==> config.mk <==
export PLATFORM = sky130hd
export DESIGN_NAME = fbc_plane_setup
export DESIGN_NICKNAME = d
export VERILOG_FILES = /design/src/rtl/fbc_pkg.sv /design/src/rtl/fbc_plane_setup.sv
export SDC_FILE = /design/constraint.sdc
export NUM_CORES = 2
export LEC_CHECK = 0
export BUFFER_PORTS_ARGS = -buffer_cell sky130_fd_sc_hd__clkbuf_2
export CORE_AREA = 2 2 609 611
export CTS_CLUSTER_SIZE = 25
export DETAILED_ROUTE_END_ITERATION = 10
export DIE_AREA = 0 0 611 613
export GPL_ROUTABILITY_DRIVEN = 1
export GPL_TIMING_DRIVEN = 0
export PLACE_DENSITY = 0.34
export SLEW_MARGIN = 15
export SYNTH_ARGS = -nofsm -noshare
export SYNTH_HDL_FRONTEND = slang
export SYNTH_SLANG_ARGS = --single-unit
==> constraint.sdc <==
create_clock -name clk -period 7.6 [get_ports clk]
set_input_delay 1.14 -clock clk [delete_from_list [all_inputs] [get_ports clk]]
set_output_delay 1.14 -clock clk [all_outputs]
set_load 0.01 [all_outputs]
==> src/rtl/fbc_pkg.sv <==
// ----------------------------------------------------------------------------
// fbc_pkg
// Types, widths and helpers shared by the frustum box culling pipeline.
// ----------------------------------------------------------------------------
package fbc_pkg;

  // Field and arithmetic widths.
  localparam int EntryW     = 24;  // matrix entry, Q8.16
  localparam int CoordW     = 24;  // box coordinate, Q16.8
  localparam int NormW      = 25;  // plane component, exact Q9.16 sum
  localparam int ProdW      = 49;  // plane component times coordinate
  localparam int SumW       = 52;  // three products plus scaled w term
  localparam int WShift     = 8;   // aligns w from Q.16 to Q.24
  localparam int NumPlanes  = 6;
  localparam int NumAxes    = 3;
  localparam int MatEntries = 16;
  localparam int IdxW       = 4;

  // Stream payload widths.
  localparam int InDataW  = 176;
  localparam int OutDataW = 8;

  // Item kind carried on tuser.
  typedef enum logic {
    OP_LOAD = 1'b0,
    OP_TEST = 1'b1
  } op_t;

  typedef logic signed [EntryW-1:0] entry_t;
  typedef entry_t [MatEntries-1:0]  mat_t;

  typedef logic signed [CoordW-1:0] coord_t;
  typedef coord_t [NumAxes-1:0]     vec_t;

  typedef struct packed {
    vec_t lo;
    vec_t hi;
  } box_t;

  typedef logic signed [NormW-1:0] norm_t;
  typedef norm_t [NumAxes-1:0]     normv_t;

  // One clip plane with its chosen positive vertex.
  typedef struct packed {
    normv_t n;
    vec_t   v;
    norm_t  w;
  } plane_t;
  typedef plane_t [NumPlanes-1:0] plane_set_t;

  typedef logic signed [ProdW-1:0] prod_t;
  typedef prod_t [NumAxes-1:0]     prodv_t;

  // Registered products of one plane together with its w term.
  typedef struct packed {
    prodv_t p;
    norm_t  w;
  } term_t;
  typedef term_t [NumPlanes-1:0] term_set_t;

  // Pipeline control passed between stages.
  typedef struct packed {
    logic en;
    logic valid;
  } stage_ctl_t;

  // Matrix position of a column and a row.
  function automatic logic [IdxW-1:0] mat_idx(input logic [1:0] col, input logic [1:0] row);
    mat_idx = {col, row};
  endfunction

endpackage

==> src/rtl/fbc_plane_setup.sv <==
// ----------------------------------------------------------------------------
// fbc_plane_setup
// Builds the six clip planes from the matrix and picks each positive vertex.
// ----------------------------------------------------------------------------
module fbc_plane_setup
  import fbc_pkg::*;
(
  input  logic        clk,
  input  logic        rst_n,
  input  stage_ctl_t  ctl_in,
  input  mat_t        mat,
  input  box_t        box,
  output stage_ctl_t  ctl_out,
  output plane_set_t  planes
);

  plane_set_t planes_nxt;
  plane_set_t planes_r;
  logic       valid_r;

  // Plane P is row 3 plus (even P) or minus (odd P) row P/2.
  for (genvar gp = 0; gp < NumPlanes; gp++) begin : g_plane
    localparam logic [1:0] Row   = 2'(gp / 2);
    localparam bit         Minus = (gp % 2) != 0;

    for (genvar gc = 0; gc < NumAxes; gc++) begin : g_axis
      entry_t a;
      entry_t b;
      norm_t  n;

      assign a = mat[mat_idx(2'(gc), 2'd3)];
      assign b = mat[mat_idx(2'(gc), Row)];
      assign n = Minus ? (NormW'(a) - NormW'(b)) : (NormW'(a) + NormW'(b));

      // A non-negative component takes the upper corner.
      assign planes_nxt[gp].n[gc] = n;
      assign planes_nxt[gp].v[gc] = n[NormW-1] ? box.lo[gc] : box.hi[gc];
    end

    entry_t wa;
    entry_t wb;
    assign wa = mat[mat_idx(2'd3, 2'd3)];
    assign wb = mat[mat_idx(2'd3, Row)];
    assign planes_nxt[gp].w = Minus ? (NormW'(wa) - NormW'(wb)) : (NormW'(wa) + NormW'(wb));
  end

  // Stage register.
  always_ff @(posedge clk) begin
    if (!rst_n) begin
      valid_r <= 1'b0;
    end else if (ctl_in.en) begin
      valid_r <= ctl_in.valid;
    end
  end

  always_ff @(posedge clk) begin
    if (ctl_in.en) begin
      planes_r <= planes_nxt;
    end
  end

  assign ctl_out.en    = ctl_in.en;
  assign ctl_out.valid = valid_r;
  assign planes        = planes_r;

endmodule

# Yosys cells after proc, flatten, opt, wreduce, memory -nomap -nowiden
# Cells that the tools add are included.
# op_classes
n_addsub	24
mux	18
# op_table
cell	count
$mux W24	18
$add A24 B24 Y25	12
$sub A24 B24 Y25	12
# word_totals
register_bits	1033
out_inout_bits	1034
word_cells	85

# Depth between registers and ports, before layout
# depth
depth_word	2
mapped_depth	15

# Least setup slack after synthesis
# OpenSTA, ideal clock, no wires.
# synth_timing
path_type	input to register
from	in mat[96] (netlist bit)
to	reg planes_r, in the netlist planes[66], data pin
setup_ps	261
t_arrival_ps	3888
t_required_ps	7339
slack_ps	3451
path_stages	13
cell_sequence	ha_1 -> fa_1 -> nor2b_2 -> o311ai_4 -> a211oi_2 -> a221oi_2 -> o31ai_1 -> a21bo_1 -> o31a_4 -> and3b_1 -> buf_6 -> buf_6 -> a221o_1
# synth_lines
item	line	text
from (decl)	fbc_plane_setup.sv:11	input mat_t mat,
to (signal assigned)	fbc_plane_setup.sv:58	planes_r <= planes_nxt;
to (decl)	fbc_plane_setup.sv:18	plane_set_t planes_r;

==> impl_results.md <==
- Required time worst endpoint: 8.15 ns
- Period Utilization, post-route: 65.66%
- Worst vdd ir: 0.1378 mV
- P&R area growth vs syn: 29.28%
- Crit-path max FO: 10
- Clock root buffer: clkbuf_16
- Leak: 35.84 nW
- First-pass GRT wire length: 459200 um
- Count of final setup violators: 0
- Row cnt: 223
- Startpoint Class: input port
- Synth cell count leaders: edfxtp_1, ha_1, inv_1, a21oi_1, nor2_1
- GP Congestion: 0.8866
- Register-to-Register Path Depth: 2
- CP delay by family, top: compound AO/OA/AOI/OAI gates
- Hold path startpoint: rst_n
- Post-synthesis sequential area ratio: 46.08%
- Number of global-route vias before repair: 56340
- Post-synth EDFFs: 1020
- Ys async rst share: 0%
- Arr. time, crit path: 5.54 ns
- Pins Over Slew Limit: 0
- Most common cell in the netlist: edfxtp_1
- Capturing element type of the critical path: register
- CP peak stage delay: 0.77 ns
- Hold endpoint: valid_r
- DR WL/cell: 26.53 um
- Mapped Avg Cell Area: 10.78 sq um
- CTS tree: done
- Drt initial violations: 3382
- Worst hold stages: 2
- Clk_lat worst skew: 0.84 ns
- Total power: 20.70 mW
- Initial antenna violation count: 81
- Detailed Route WL: 341600 um
- Post-synth top area share: 46.05%
- Hold_buf cts: 0
- Worst hold path type: in -> reg
- Core area: 367700 sq um
- Min Tclk post-route: 4.990 ns
- Max Fclk: 200.4 MHz
- Power Density: 240.8 nW/um^2
- Largest net degree at the start of global routing: 94
- Layout Skew: 0 ns
- RSZ-0062 raised after global routing: false
- CP bufs+invs: 3
- Die X: 611 um
- Die Height: 613 um
- Area of the die: 374500 sq um
- Setup tns final: 0 ns
- Area leader, netlist: edfxtp_1
- Maxcap violations: 0
- CP max stage cell: o2bb2ai_2
- Drt pass-1 iters: 5
- Synth top area cells: edfxtp_1, ha_1, mux2_2
- Total stage count of the critical path: 13
- Grt total ovfl: 0
- Worst r2r dst: valid_r
- Crit Reg-Reg Startpoint: valid_r
- Actual slew at the worst max-slew pin: 1.156 ns
- Synth unique cells: 98
- Fin. Hold Viols: 0
- H-tree levels: 4
- Crit-path cells: clkbuf_2 > inv_1 > fa_1 > nor2b_1 > o31ai_1 > a21oi_1 > a31oi_1 > o21ai_1 > a31oi_1 > o31ai_1 > o2bb2ai_2 > buf_4 > mux2_2
- CTS max path bufs: 4
- Status: finished clean
- Hpwl dp: 283100 um
- Synthesis Warnings: 0
- R2R setup slack: 7.00 ns
- DR DRC count: 0
- Syn Inst Count: 6168
- Setup Buffers After CTS: 0
- Clock sink count: 1021
- Cts bufs inserted: 152
- I/O Buffers: 1565
- Net Count, Synth: 7300
- Initial core utilization: 18.09%
- Post-Syn Area: 66510 sq um
- Via Count: 55180
- Clk slew on worst S/H paths: 0.06 ns
- Normalized max-slew margin: 21.88%
- Register bit total from synthesis: 1021
- Main synth FF type: edfxtp_1
- I/O pins: 1566
- Hold_ws: 0.5289 ns
- Remaining antenna violation count after routing: 0
- Drt via density: 4.285
- Layout Nets: 9040
- Resize count post-CTS: 0
- Overall fraction of global-route tracks in use: 17.45%
- Share of post-route cells with drive strength above 1: 28.69%
- Kind of critical path: in -> reg
[through the flow]
stage               util (%)  instances  area [sq um]  worst slack, ns
floorplan                  -       6168         66510            3.451
global placement       21.86      12570         80390           -16.58
detailed placement     22.01      12590         80950            1.486
CTS                    23.37      12860         85930            2.382
global route           23.37      12860         85940            2.198
finish                 23.38      12880         85980            2.610
[metal layers]
layer  GRT usage [%]  share of wire, %  vias up
met5               0              0.10        -
met4           5.080               3.3       58
met3           4.594               6.6      408
met2           33.95                54     1732
met1           18.07                36    27140
li1                -                 -    25840
[how the worst max path moves through the flow]
| stage | startpoint | endpoint |
|---|---|---|
| global route | mat[73] | planes[904] |
| detailed placement | mat[73] | planes[903] |
| global placement | ctl_in[1] | ctl_out[1] |
| CTS | mat[73] | planes[903] |
| floorplan | mat[96] | planes[66] |
| finish | mat[73] | planes[903] |
[cells by family (layout without fill, tap and decap cells)]
group | count (synthesis) | in the layout | synth area share (%)
mux | 390 | 390 | 6.547
fa+ha+maj | 600 | 600 | 11.56
simple gates | 1335 | 1335 | 9.826
flops | 1021 | 1021 | 46.08
xor+xnor | 482 | 482 | 6.347
buf+inv | 873 | 2725 | 5.249
compound gates | 1467 | 1467 | 14.39
other cells | 0 | 20 | 0
[power by group]
group	internal (mW)	total (mW)	leakage, nW	switching [mW]
registers	7.28	7.56	9.99	0.282
logic	2.01	5.79	23.4	3.78
clock network	4.36	7.35	2.44	2.99
[flip-flops by register name (all words and copies together) (netlist names)]
| register | flops |
|---|---|
| planes | 1020 |
| valid_r | 1 |
[placed cells by master (no fill, tap or decap), types with 28 or more instances in the layout]
cell type / instances
nor2b_1: 83
clkbuf_2: 1567
mux2i_1: 30
edfxtp_1: 1020
inv_1: 553
a221oi_1: 35
nand2_1: 201
a21o_1: 109
or3_1: 42
xor2_1: 87
o21bai_1: 120
a31oi_1: 43
o21ai_0: 195
mux2_2: 351
nand4_1: 46
clkbuf_1: 234
o31ai_1: 71
a211oi_1: 32
a221o_1: 32
ha_1: 576
o211ai_1: 52
nor3_1: 124
nand2b_1: 82
buf_2: 47
nand3b_1: 32
xnor2_1: 395
nor3b_1: 29
nor4_1: 28
nor2_1: 451
a21oi_1: 539
o21a_1: 43
clkinv_1: 37
nand3_1: 136
clkbuf_16: 154
[cell type report]
type | instances | area [sq um]
plain buffers | 310 | 1380
flip-flops and latches | 1021 | 30650
repair buffers | 1586 | 8334
fillers | 39890 | 281800
well taps | 4837 | 6052
clock inverters | 92 | 1056
diodes | 20 | 50.05
clock buffers | 174 | 3929
inverters | 563 | 2113
multi-input cells | 4274 | 32420
(Power assumes the default switching activity.)
