File: src/rtl/fbc_pkg.sv
// ----------------------------------------------------------------------------
// fbc_pkg
// Types, widths and helpers shared by the frustum box culling pipeline.
// ----------------------------------------------------------------------------
package fbc_pkg;

  // Field and arithmetic widths.
  localparam int EntryW     = 24;  // matrix entry, Q8.16
  localparam int CoordW     = 24;  // box coordinate, Q16.8
  localparam int NormW      = 25;  // plane component, exact Q9.16 sum
  localparam int ProdW      = 49;  // plane component times coordinate
  localparam int SumW       = 52;  // three products plus scaled w term
  localparam int WShift     = 8;   // aligns w from Q.16 to Q.24
  localparam int NumPlanes  = 6;
  localparam int NumAxes    = 3;
  localparam int MatEntries = 16;
  localparam int IdxW       = 4;

  // Stream payload widths.
  localparam int InDataW  = 176;
  localparam int OutDataW = 8;

  // Item kind carried on tuser.
  typedef enum logic {
    OP_LOAD = 1'b0,
    OP_TEST = 1'b1
  } op_t;

  typedef logic signed [EntryW-1:0] entry_t;
  typedef entry_t [MatEntries-1:0]  mat_t;

  typedef logic signed [CoordW-1:0] coord_t;
  typedef coord_t [NumAxes-1:0]     vec_t;

  typedef struct packed {
    vec_t lo;
    vec_t hi;
  } box_t;

  typedef logic signed [NormW-1:0] norm_t;
  typedef norm_t [NumAxes-1:0]     normv_t;

  // One clip plane with its chosen positive vertex.
  typedef struct packed {
    normv_t n;
    vec_t   v;
    norm_t  w;
  } plane_t;
  typedef plane_t [NumPlanes-1:0] plane_set_t;

  typedef logic signed [ProdW-1:0] prod_t;
  typedef prod_t [NumAxes-1:0]     prodv_t;

  // Registered products of one plane together with its w term.
  typedef struct packed {
    prodv_t p;
    norm_t  w;
  } term_t;
  typedef term_t [NumPlanes-1:0] term_set_t;

  // Pipeline control passed between stages.
  typedef struct packed {
    logic en;
    logic valid;
  } stage_ctl_t;

  // Matrix position of a column and a row.
  function automatic logic [IdxW-1:0] mat_idx(input logic [1:0] col, input logic [1:0] row);
    mat_idx = {col, row};
  endfunction

endpackage

File: src/rtl/fbc_matrix_store.sv
// ----------------------------------------------------------------------------
// fbc_matrix_store
// Sixteen-entry register file holding the view-projection matrix.
// ----------------------------------------------------------------------------
module fbc_matrix_store
  import fbc_pkg::*;
(
  input  logic                clk,
  input  logic                rst_n,
  input  logic                we,
  input  logic [IdxW-1:0]     waddr,
  input  entry_t              wdata,
  output mat_t                mat
);

  mat_t mat_r;

  // Entries clear to zero at reset and take one write per cycle.
  always_ff @(posedge clk) begin
    if (!rst_n) begin
      mat_r <= '0;
    end else if (we) begin
      mat_r[waddr] <= wdata;
    end
  end

  assign mat = mat_r;

endmodule

File: config.mk
export PLATFORM = sky130hd
export DESIGN_NAME = fbc_matrix_store
export DESIGN_NICKNAME = d
export VERILOG_FILES = /design/src/rtl/fbc_pkg.sv /design/src/rtl/fbc_matrix_store.sv
export SDC_FILE = /design/constraint.sdc
export NUM_CORES = 1
export LEC_CHECK = 0
export ABC_CLOCK_PERIOD_IN_PS = 2150
export BUFFER_PORTS_ARGS = -buffer_cell sky130_fd_sc_hd__buf_2
export CORE_MARGIN = 1.5
export CORE_UTILIZATION = 30
export CTS_CLUSTER_DIAMETER = 40
export DETAILED_ROUTE_END_ITERATION = 8
export GPL_TIMING_DRIVEN = 0
export HOLD_SLACK_MARGIN = 0.03
export PLACE_DENSITY_LB_ADDON = 0.1
export REMOVE_ABC_BUFFERS = 1
export SLEW_MARGIN = 20
export SYNTH_ARGS = -nofsm -noshare
export SYNTH_HDL_FRONTEND = slang
export SYNTH_SLANG_ARGS = --single-unit
File: constraint.sdc
create_clock -name clk -period 2.15 [get_ports clk]
set_input_delay 0.1075 -clock clk [delete_from_list [all_inputs] [get_ports clk]]
set_output_delay 0.1075 -clock clk [all_outputs]
set_load 0.005 [all_outputs]
After elaboration in Yosys (flattened, before gate mapping) --
Cells that the tools add are included.
Operators by class: add/subtract/negate cells 0, multiply operators 0, divide/modulo/power cells 0, $lt $le $gt $ge 2, equality and inequality tests 0, shifts and indexed selects 0, multiplexer cells 3, bitwise logic cells 0, reduce and logical (&&, ||, !) cells 1
Operators with widths (number):
- 384-bit bitwise mux | 1
- 24-bit demux with 4-bit select | 1
- 24-bit 2-to-1 mux | 1
- 4-bit by 5-bit < comparator with 1-bit output (second input constant) | 1
- 4-bit by 1-bit >= comparator with 1-bit output (second input constant) | 1
- 1-bit logical AND | 1
Word-level totals: flip-flop bits (word level) 384, bits in latches 0, memory bits (writable) 0, memory bits (read-only) 0, bits of input ports 31, output and inout bits 384, logic and storage cells 22, memories 0

Depth between registers and ports, before layout --
Gate-level depths: netlist of the first run.
word-level depth 5, mapped depth 5, depth with buffers taken out 3

Least setup slack after synthesis of the first run --
No wires, ideal clock.
path kind input port to flip-flop, start in waddr[0], end reg mat_r, in the netlist mat[301], library setup time 0.132 ns, arrival 1.156 ns, required time 2.018 ns, slack 0.861 ns, cell stages on the path 5, buffers on the path 3, path through clkbuf_1 > or3_1 > clkbuf_1 > buf_2 > mux2i_1
Between the ends: word-level cells in the longest chain between the ends 5, elaborated cells on any way between the ends 6, classes of those cells order compare: 2; mux: 3; reduce/logical: 1
Ends and longest elaborated chain:
- start, declared | RTL line fbc_matrix_store.sv:11 | input logic [IdxW-1:0] waddr,
- 4-bit by 5-bit < comparator with 1-bit output (implied by the code) / 4-bit by 1-bit >= comparator with 1-bit output (equally long branches) | RTL line fbc_matrix_store.sv:23 | mat_r[waddr] <= wdata;
- 1-bit logical AND (implied by the code) | RTL line fbc_matrix_store.sv:23
- 24-bit 2-to-1 mux (implied by the code) | RTL line fbc_matrix_store.sv:23
- 24-bit demux with 4-bit select (*) | RTL line fbc_matrix_store.sv:23
- 384-bit bitwise mux (*) | RTL line fbc_matrix_store.sv:23
- end signal, assigned by index | RTL line fbc_matrix_store.sv:23
- end, declared | RTL line fbc_matrix_store.sv:16 | mat_t mat_r;
Every way passes the cells marked *; elsewhere a longest branch is shown, timed or not. A chain may end at the register's enable or synchronous reset.

Worst setup path in the final report of the first run --
start in waddr[2], end reg mat_r, in the netlist mat[37]
The elaborated chain is that of the path after synthesis.

==> flow_summary.ini, run 1 <==
[min_path]
holdCritPathClass = primary input to register
hold_depth = 4
hold_start = rst_n
min_to = mat[238]

[logic_synthesis]
synth.cell_area_um2 = 13700
yosys-top-cells-area = dfxtp_1 (56%), mux2i_1 (28%), nand2_1 (11%)
synth_top_area_cell = dfxtp_1
synth_xor_area_share_pct = 0
synthAdderAreaFrac_pct = 0
yosys.area_share.simple_pct = 12.2
syn_inst = 1309
seq_area_frac_synth_pct = 56.0
synth.top_cell.area_share_pct = 56.0
synth_compound_area_share_pct = 0
syn_avg_cell_area_um2 = 10.5
muxShareOfSynthArea_pct = 28.0
ys_types = 15
synth_top_family_by_area = multiplexers
synth-seq-cells = 384
yosys_warnings = 0

[final_layout]
seqCellArea_um2 = 7690
drive_gt1_share_pct = 32.3
fillers = 4518
multi_input_area_um2 = 5600
fin_area_um2 = 19000
antenna_cells = 0
largest_reg_flops = 384
area.growth.synth_to_final_pct = 38.6
stdcell_count = 2353
mostFrequentLayoutCell = buf_2
layout_common_cells = buf_2 (413), nand2_1 (409), mux2i_1 (384), dfxtp_1 (384), clkbuf_16 (63)
nets = 1737

[setup_path]
worst-path-max-fanout = 8
crit_slowest_cell = nor3b_1
cp_num_buf_inv = 3
required_ns = 2.60
arrival_ns = 1.95
cp-end-kind = register
cp_cell_sequence = buf_2, nor3b_1, nand3b_1, buf_6, buf_6, mux2i_1
worstSetupPathType = primary input to register
r2r-end = mat[165]
rrSetupSlack_ns = 1.48
cp_top_family = simple AND/OR/NAND/NOR gates
r2r_cells = 2
slowest_delay_ns = 0.57
crit_top_cell = buf_6
r2r-start = mat[165]
startpoint_type = primary input

[global_route]
grt-ovfl-total = 0
grt_usage_pct = 20.0
grt_pass1_vias = 10500
antenna_found_initial = 0
grt_pass1_wl_mm = 70.0
grt_max_degree = 127

[clock_network]
cts_resized = 0
cts_sinks = 384
htree_levels = 2
cts_made_buffers = 61
cts_tree = done
clkSlewWorstSetupHoldPaths_ns = 0.05
insertion_delay_ns = 0.60
cts-root-buf = clkbuf_16
clockBufferDepth = 3

[timing]
holdWs_ns = 0.0498
finalHoldViolations = 0
fin_skew_ns = 0
rsz0062_at_grt = no
max_freq_ghz = 0.666
fin_setup_tns_ns = 0
tightest_slew_ns = 0.734
drv_slew = 0
fin_crit_sh_pct = 69.8
post-route-min-period_ns = 1.50
relSlewSlack_pct = 51.1
setup_viol = 0
fin_ws_ns = 0.649

[die]
io_pins = 415
dieArea_um2 = 47000
num_rows = 78
dieHeight_um = 217
start_util_pct = 30.3
fp.dieW_um = 217
core_um2 = 45300

[drt]
wirelength_mm = 47.5
drt-initial-drc-count = 563
drc = 0
highest_layer = met4
routed-wl-met2_mm = 21.9
wl_met1_mm = 21.6
ant_nets = 0
num_vias = 10400
first_pass_iters = 5
met3_length_mm = 3.21
vias_per_cell = 4.44
wl_per_cell_um = 20.2

[run]
cap_violations = 0

[placed_design]
dp_worst_setup_slack_ns = -0.155
portBuffers = 414
gp_routability_congestion = 0.738
dpl.hpwl_mm = 31.2
placed_area_um2 = 16700
dp_cells = 2242

[power]
p_seq_share_pct = 39.1
cellPowerDensity_nw_per_um2 = 977
netSwitchingFraction_pct = 22.2
power.leakage_nw = 9.04
peakVddDrop_mv = 0.482
p_switching_mw = 4.11
p_clk_share_pct = 57.1
power_frac_comb_pct = 3.8
internal-power_mw = 14.5

[status]
run_status = finished, final reports clean
## logic make-up (layout without fill, tap and decap cells)
logic type,after synthesis,in the layout
muxes,384,384
DFF,384,384
and+or+nand+nor,432,432
buffers and inverters,109,553
## power groups by stage
stage	clock network [mW]	registers [mW]	logic (mW)
final	10.6	7.26	0.702
after global routing	11.2	7.27	0.762
after CTS	10.8	7.26	0.716
after detailed placement	0	7.41	0.706
after global placement	0	7.40	0.655
after floorplan	0	7.42	0.252
## final cells by class
type | instances | area share (%)
tap | 600 | 3.95
timing repair buffer | 443 | 14.4
multi-input combinational | 816 | 29.4
sequential | 384 | 40.4
clock buffer | 74 | 9.04
clock inverter | 36 | 2.73
## worst register-to-register path, delay by kind of cell, from the launching register on
family / cells / cell delay (ns)
and+or+nand+nor: 1 / 0.06
DFF: 1 / 0.35
muxes: 1 / 0.17
## worst max-delay path by stage
stage / start / endpoint / slack (ns) / depth (start not counted)
global route: rst_n / mat[335] / 0.52 / 5
floorplan: waddr[2] / mat[24] / 0.40 / 3
finish: waddr[2] / mat[37] / 0.65 / 6
CTS: waddr[2] / mat[37] / 0.63 / 6
global placement: rst_n / mat[85] / -6.19 / 3
detailed placement: rst_n / mat[143] / -0.15 / 5
## per-stage QoR
stage          power [mW]  util (%)
6_report             18.6      42.0
5_1_grt              19.2      42.0
4_1_cts              18.8      42.0
3_5_place_dp         8.11      37.0
3_3_place_gp         8.06      35.4
2_1_floorplan        7.67         -
## cells in the mapped netlist
library cell and count:
and3_1 1, buf_1 5, buf_2 18, buf_4 20, clkbuf_1 66, dfxtp_1 384, mux2i_1 384, nand2_1 410
nand2b_1 2, nand3_1 1, nand3b_1 4, nor2_1 1, nor2_2 9, nor3b_1 1, or3_1 3
## metal layers
metal / track usage [%] / vias up
li1: - / 5117
met2: 32.2 / 289
met4: 4.95 / 0
met5: 0 / -
met3: 6.12 / 65
met1: 26.1 / 4966
## repair_timing
action,4_1_cts,5_1_grt
hold buffers,1,0
endpoints found under the hold margin,70,0
buffers inserted,0,0
Note: power is estimated with default switching activity, not from simulation.
==> run 2: changes to the inputs <==
Settings changed: ABC_CLOCK_PERIOD_IN_PS 2150 to 1490.
Clock period 2.15 ns to 1.49 ns, I/O delays scaled along.
==> run 2 against run 1 <==
Via count is 1.4% higher. Power grew 45%. First-iteration DRC count up 8.5%. Worst setup slack lost 0.52 ns. Critical path depth is 1 lower. Combinational power is 48% higher. Largest cell class unchanged. Count of clock-buffer cells in the layout unchanged. Clock power is 44% higher.
==> flow_summary.ini, run 2 (same netlist as run 1, synthesis figures left out) <==
[status]
run_status = finished, final reports clean

[global_route]
busiest_layer = met2
grt_pass1_vias = 10600
grt_max_degree = 127
grt_usage_pct = 20.2
antenna_found_initial = 0
grt_pass1_wl_mm = 70.8
grt.met2_usage_pct = 32.5
grtUsageMet3_pct = 6.15
use_met1_pct = 26.3
grt-ovfl-total = 0

[final_layout]
layout_common_cells = buf_2 (413), nand2_1 (402), mux2i_1 (384), dfxtp_1 (384), clkbuf_16 (63)
area.growth.synth_to_final_pct = 40.9
drive_gt1_share_pct = 32.2
nets = 1767
antenna_cells = 0
mostFrequentLayoutCell = buf_2
stdcell_count = 2383
largest_reg_flops = 384

[drt]
wl_per_cell_um = 20.1
drc = 0
drt-initial-drc-count = 611
vias_per_cell = 4.44
num_vias = 10600
ant_nets = 0
wirelength_mm = 48.0
first_pass_iters = 5

[clock_network]
cts_made_buffers = 61
cts_tree = done
htree_levels = 2
insertion_delay_ns = 0.60
clkSlewWorstSetupHoldPaths_ns = 0.06
cts_sinks = 384
cts-root-buf = clkbuf_16
clockBufferDepth = 3

[setup_path]
cp-end-kind = register
worstSetupPathType = primary input to register
startpoint_type = primary input
worst-path-max-fanout = 126
required_ns = 2.00
arrival_ns = 1.88

[power]
peakVddDrop_mv = 0.696
power.leakage_nw = 9.11
cellPowerDensity_nw_per_um2 = 1390

[die]
num_rows = 78
io_pins = 415
dieHeight_um = 217
fp.dieW_um = 217
core_um2 = 45300
dieArea_um2 = 47000
start_util_pct = 30.3

[timing]
drv_slew = 0
relSlewSlack_pct = 50.9
rsz0062_at_grt = no
post-route-min-period_ns = 1.36
setup_viol = 0
holdWs_ns = 0.0596
fin_ws_ns = 0.125
fin_crit_sh_pct = 91.6
fin_skew_ns = 0
finalHoldViolations = 0
tightest_slew_ns = 0.736
max_freq_ghz = 0.733

[run]
cap_violations = 0

[placed_design]
dp_cells = 2242
portBuffers = 414
dpl.hpwl_mm = 31.2
gp_routability_congestion = 0.738
dp_worst_setup_slack_ns = -0.782

[min_path]
holdCritPathClass = primary input to register
run 2: changes by cell type in the layout (fill, tap and decap cells not counted), sizes merged:
cell and delta:
dlygate4sd3 +30
run 2: path summary, 6_finish.rpt:
path	from	end	slack [ns]	cells after the start
worst max-delay path	rst_n	mat[143]	0.13	5
worst min-delay path	rst_n	mat[94]	0.06	4
worst max register to register	mat[333]	mat[333]	0.31	3
worst min register to register	mat[234]	mat[234]	0.45	2
run 2: worst max-delay path, cell delays in order:
cell	delay, ns
buf_8	0.23
buf_16	0.32
buf_16	0.38
nand2_2	0.34
mux2i_1	0.22
run 2: power by group:
part | leakage, nW | internal, mW | switching (mW)
Clock | 1.09 | 10.1 | 5.23
Sequential | 3.10 | 10.4 | 0.0624
Combinational | 4.92 | 0.364 | 0.674
run 2: through the flow:
stage / util [%] / TNS [ns] / cell area [um^2] / total power [mW]
after floorplan: - / -26.81 / 13200 / 11.1
after global placement: 35.4 / -2567.54 / 16000 / 11.6
after detailed placement: 37.0 / -158.32 / 16700 / 11.7
after CTS: 42.5 / 0 / 19300 / 27.1
after global routing: 42.7 / 0 / 19300 / 27.7
final: 42.7 / 0 / 19300 / 26.8
run 2: what timing repair did:
action                                  in CTS  in global routing
hold buffers                                26                  5
gates resized for setup                      2                  6
hold endpoints to repair                   103                 75
buffers inserted                             0                  0
endpoints found under the setup margin     112                 84
run 2: metal layers:
layer,routed length [um],vias up,part of all wire [%]
met5,0,-,0
met2,22300,293,47
met3,3220,65,6.7
li1,-,5176,-
met4,791,0,1.6
met1,21600,5046,45
run 2: layout make-up:
type	instances	area (um^2)
Fill cell	4491	26000
Sequential cell	384	7690
Multi-Input combinational cell	816	5620
Timing Repair Buffer	473	3030
Clock buffer	74	1720
Tap cell	600	751
Clock inverter	36	519
==> run 3: changes to the inputs <==
Settings changed: CORE_UTILIZATION 30 to 51.
==> run 3 against run 2 <==
Register-to-register slack better by 0.52 ns. Largest cell class unchanged. Critical path type unchanged. Critical endpoint is now mat[208]. Count of clock-buffer cells in the layout is 17 lower. Highest routed layer unchanged. Largest power group unchanged. Global-route usage is 8.2 points higher. Utilization is 25 points higher.
==> flow_summary.ini, run 3 (same netlist as run 1, synthesis figures left out) <==
[die]
core_um2 = 26200
num_rows = 59
dieHeight_um = 167
dieArea_um2 = 27900
fp.dieW_um = 167
io_pins = 415
start_util_pct = 52.3

[setup_path]
cp_top_family = simple AND/OR/NAND/NOR gates
r2r-start = mat[227]
cp_num_buf_inv = 2
required_ns = 1.87
cp-end-kind = register
worst-path-max-fanout = 14
startpoint_type = primary input
rrSetupSlack_ns = 0.83
cp_cell_sequence = buf_2, nand3b_1, or3_2, buf_16, mux2i_1
worstSetupPathType = primary input to register
arrival_ns = 1.76
crit_slowest_cell = or3_2
slowest_delay_ns = 0.79
r2r_cells = 2
r2r-end = mat[227]

[final_layout]
nets = 1717
largest_reg_flops = 384
mostFrequentLayoutCell = buf_2
fin_area_um2 = 17800
antenna_cells = 0
drive_gt1_share_pct = 30.7
fillers = 2104
area.growth.synth_to_final_pct = 30.1
layout_common_cells = buf_2 (413), nand2_1 (407), mux2i_1 (384), dfxtp_1 (384), clkbuf_16 (45)

[clock_network]
cts_sinks = 384
htree_levels = 2
cts_made_buffers = 44
postCtsSetupBuffers = 0
cts_tree = done
cts-root-buf = clkbuf_16
clkSlewWorstSetupHoldPaths_ns = 0.06
insertion_delay_ns = 0.52
clockBufferDepth = 3

[timing]
fin_skew_ns = 0
fin_crit_sh_pct = 93.0
rsz0062_at_grt = no
fin_ws_ns = 0.105
drv_slew = 0
relSlewSlack_pct = 46.6
setup_viol = 0
post-route-min-period_ns = 1.39
max_freq_ghz = 0.722
tightest_slew_ns = 0.798
finalHoldViolations = 0

[power]
p_seq_share_pct = 47.0
p_switching_mw = 4.94
cellPowerDensity_nw_per_um2 = 1250
peakVddDrop_mv = 0.785
power_frac_comb_pct = 4.5
p_clk_share_pct = 48.5
netSwitchingFraction_pct = 22.2
power.leakage_nw = 8.66
internal-power_mw = 17.3

[drt]
vias_per_cell = 5.10
num_vias = 10500
first_pass_iters = 4
wl_per_cell_um = 19.7
drc = 0
wirelength_mm = 40.4
drt-initial-drc-count = 693
ant_nets = 0

[placed_design]
dp_worst_setup_slack_ns = -0.753
gp_routability_congestion = 0.798
portBuffers = 414
dpl.hpwl_mm = 27.0
placed_area_um2 = 16300

[global_route]
grt_pass1_vias = 10300
antenna_found_initial = 0
grt-ovfl-total = 0
grt_usage_pct = 28.4
grt_pass1_wl_mm = 61.2
grt_max_degree = 108

[min_path]
hold_start = wdata[12]
min_to = mat[108]
holdCritPathClass = primary input to register
hold_depth = 3

[status]
run_status = finished, final reports clean

[run]
cap_violations = 0
## run 3: changes by cell type in the layout (fill, tap and decap cells not counted), moves of 5 or more
| cell | change |
|---|---|
| clkbuf_16 | -18 |
| clkbuf_1 | +5 |
| nand2_1 | +5 |
| bufinv_16 | -7 |
| dlygate4sd3_1 | -29 |
## run 3: through the flow
stage	util [%]	hold WS [ns]	std cells	power [mW]	TNS (ns)
6_report	68.1	0.0591	2053	22.2	0
5_1_grt	68.1	0.0666	2053	22.9	0
4_1_cts	68.1	0.0432	2053	22.4	0
3_5_place_dp	62.1	0.444	1971	11.6	-136.05
3_3_place_gp	59.9	0.439	1949	11.6	-2406.26
2_1_floorplan	-	0.220	1200	11.1	-26.81
## run 3: layout make-up
| cell class | count | area [um^2] | area share [%] |
|---|---|---|---|
| multi-input cells | 816 | 5590 | 31.3 |
| clock inverters | 21 | 235 | 1.32 |
| repair buffers | 440 | 2690 | 15.1 |
| well taps | 335 | 419 | 2.35 |
| clock buffers | 57 | 1230 | 6.90 |
| flip-flops and latches | 384 | 7690 | 43.1 |
## run 3: worst max-delay path by stage
stage	start	to	cells after the start
2_1_floorplan	waddr[2]	mat[24]	3
3_3_place_gp	rst_n	mat[249]	3
3_5_place_dp	rst_n	mat[227]	5
4_1_cts	waddr[3]	mat[113]	5
5_1_grt	waddr[2]	mat[201]	5
6_report	waddr[2]	mat[208]	5
## run 3: metal layers
layer	vias up	track usage (%)	wire [um]
met5	-	0	0
met4	0	10.7	1370
met3	73	7.70	2970
met2	347	47.2	18800
met1	4977	35.2	17300
li1	5070	-	-
## run 3: power groups by stage
stage / sequential (mW) / clock, mW / combinational [mW]
after floorplan: 10.7 / 0 / 0.363
after global placement: 10.7 / 0 / 0.892
after detailed placement: 10.7 / 0 / 0.960
after CTS: 10.5 / 10.9 / 1.00
after global routing: 10.5 / 11.4 / 1.07
final: 10.5 / 10.8 / 1.00
## run 3: repair_timing
| action | CTS | global route |
|---|---|---|
| gates resized for setup | 2 | 2 |
| hold endpoints to repair | 40 | 0 |
| hold buffers | 3 | 0 |
| pin swaps | 0 | 1 |
| endpoints found under the setup margin | 80 | 8 |
| gates cloned | 1 | 0 |
## run 3: worst min-delay path, cell delays in order
cell,delay (ns)
buf_2,0.09
nand2_2,0.20
mux2i_1,0.19
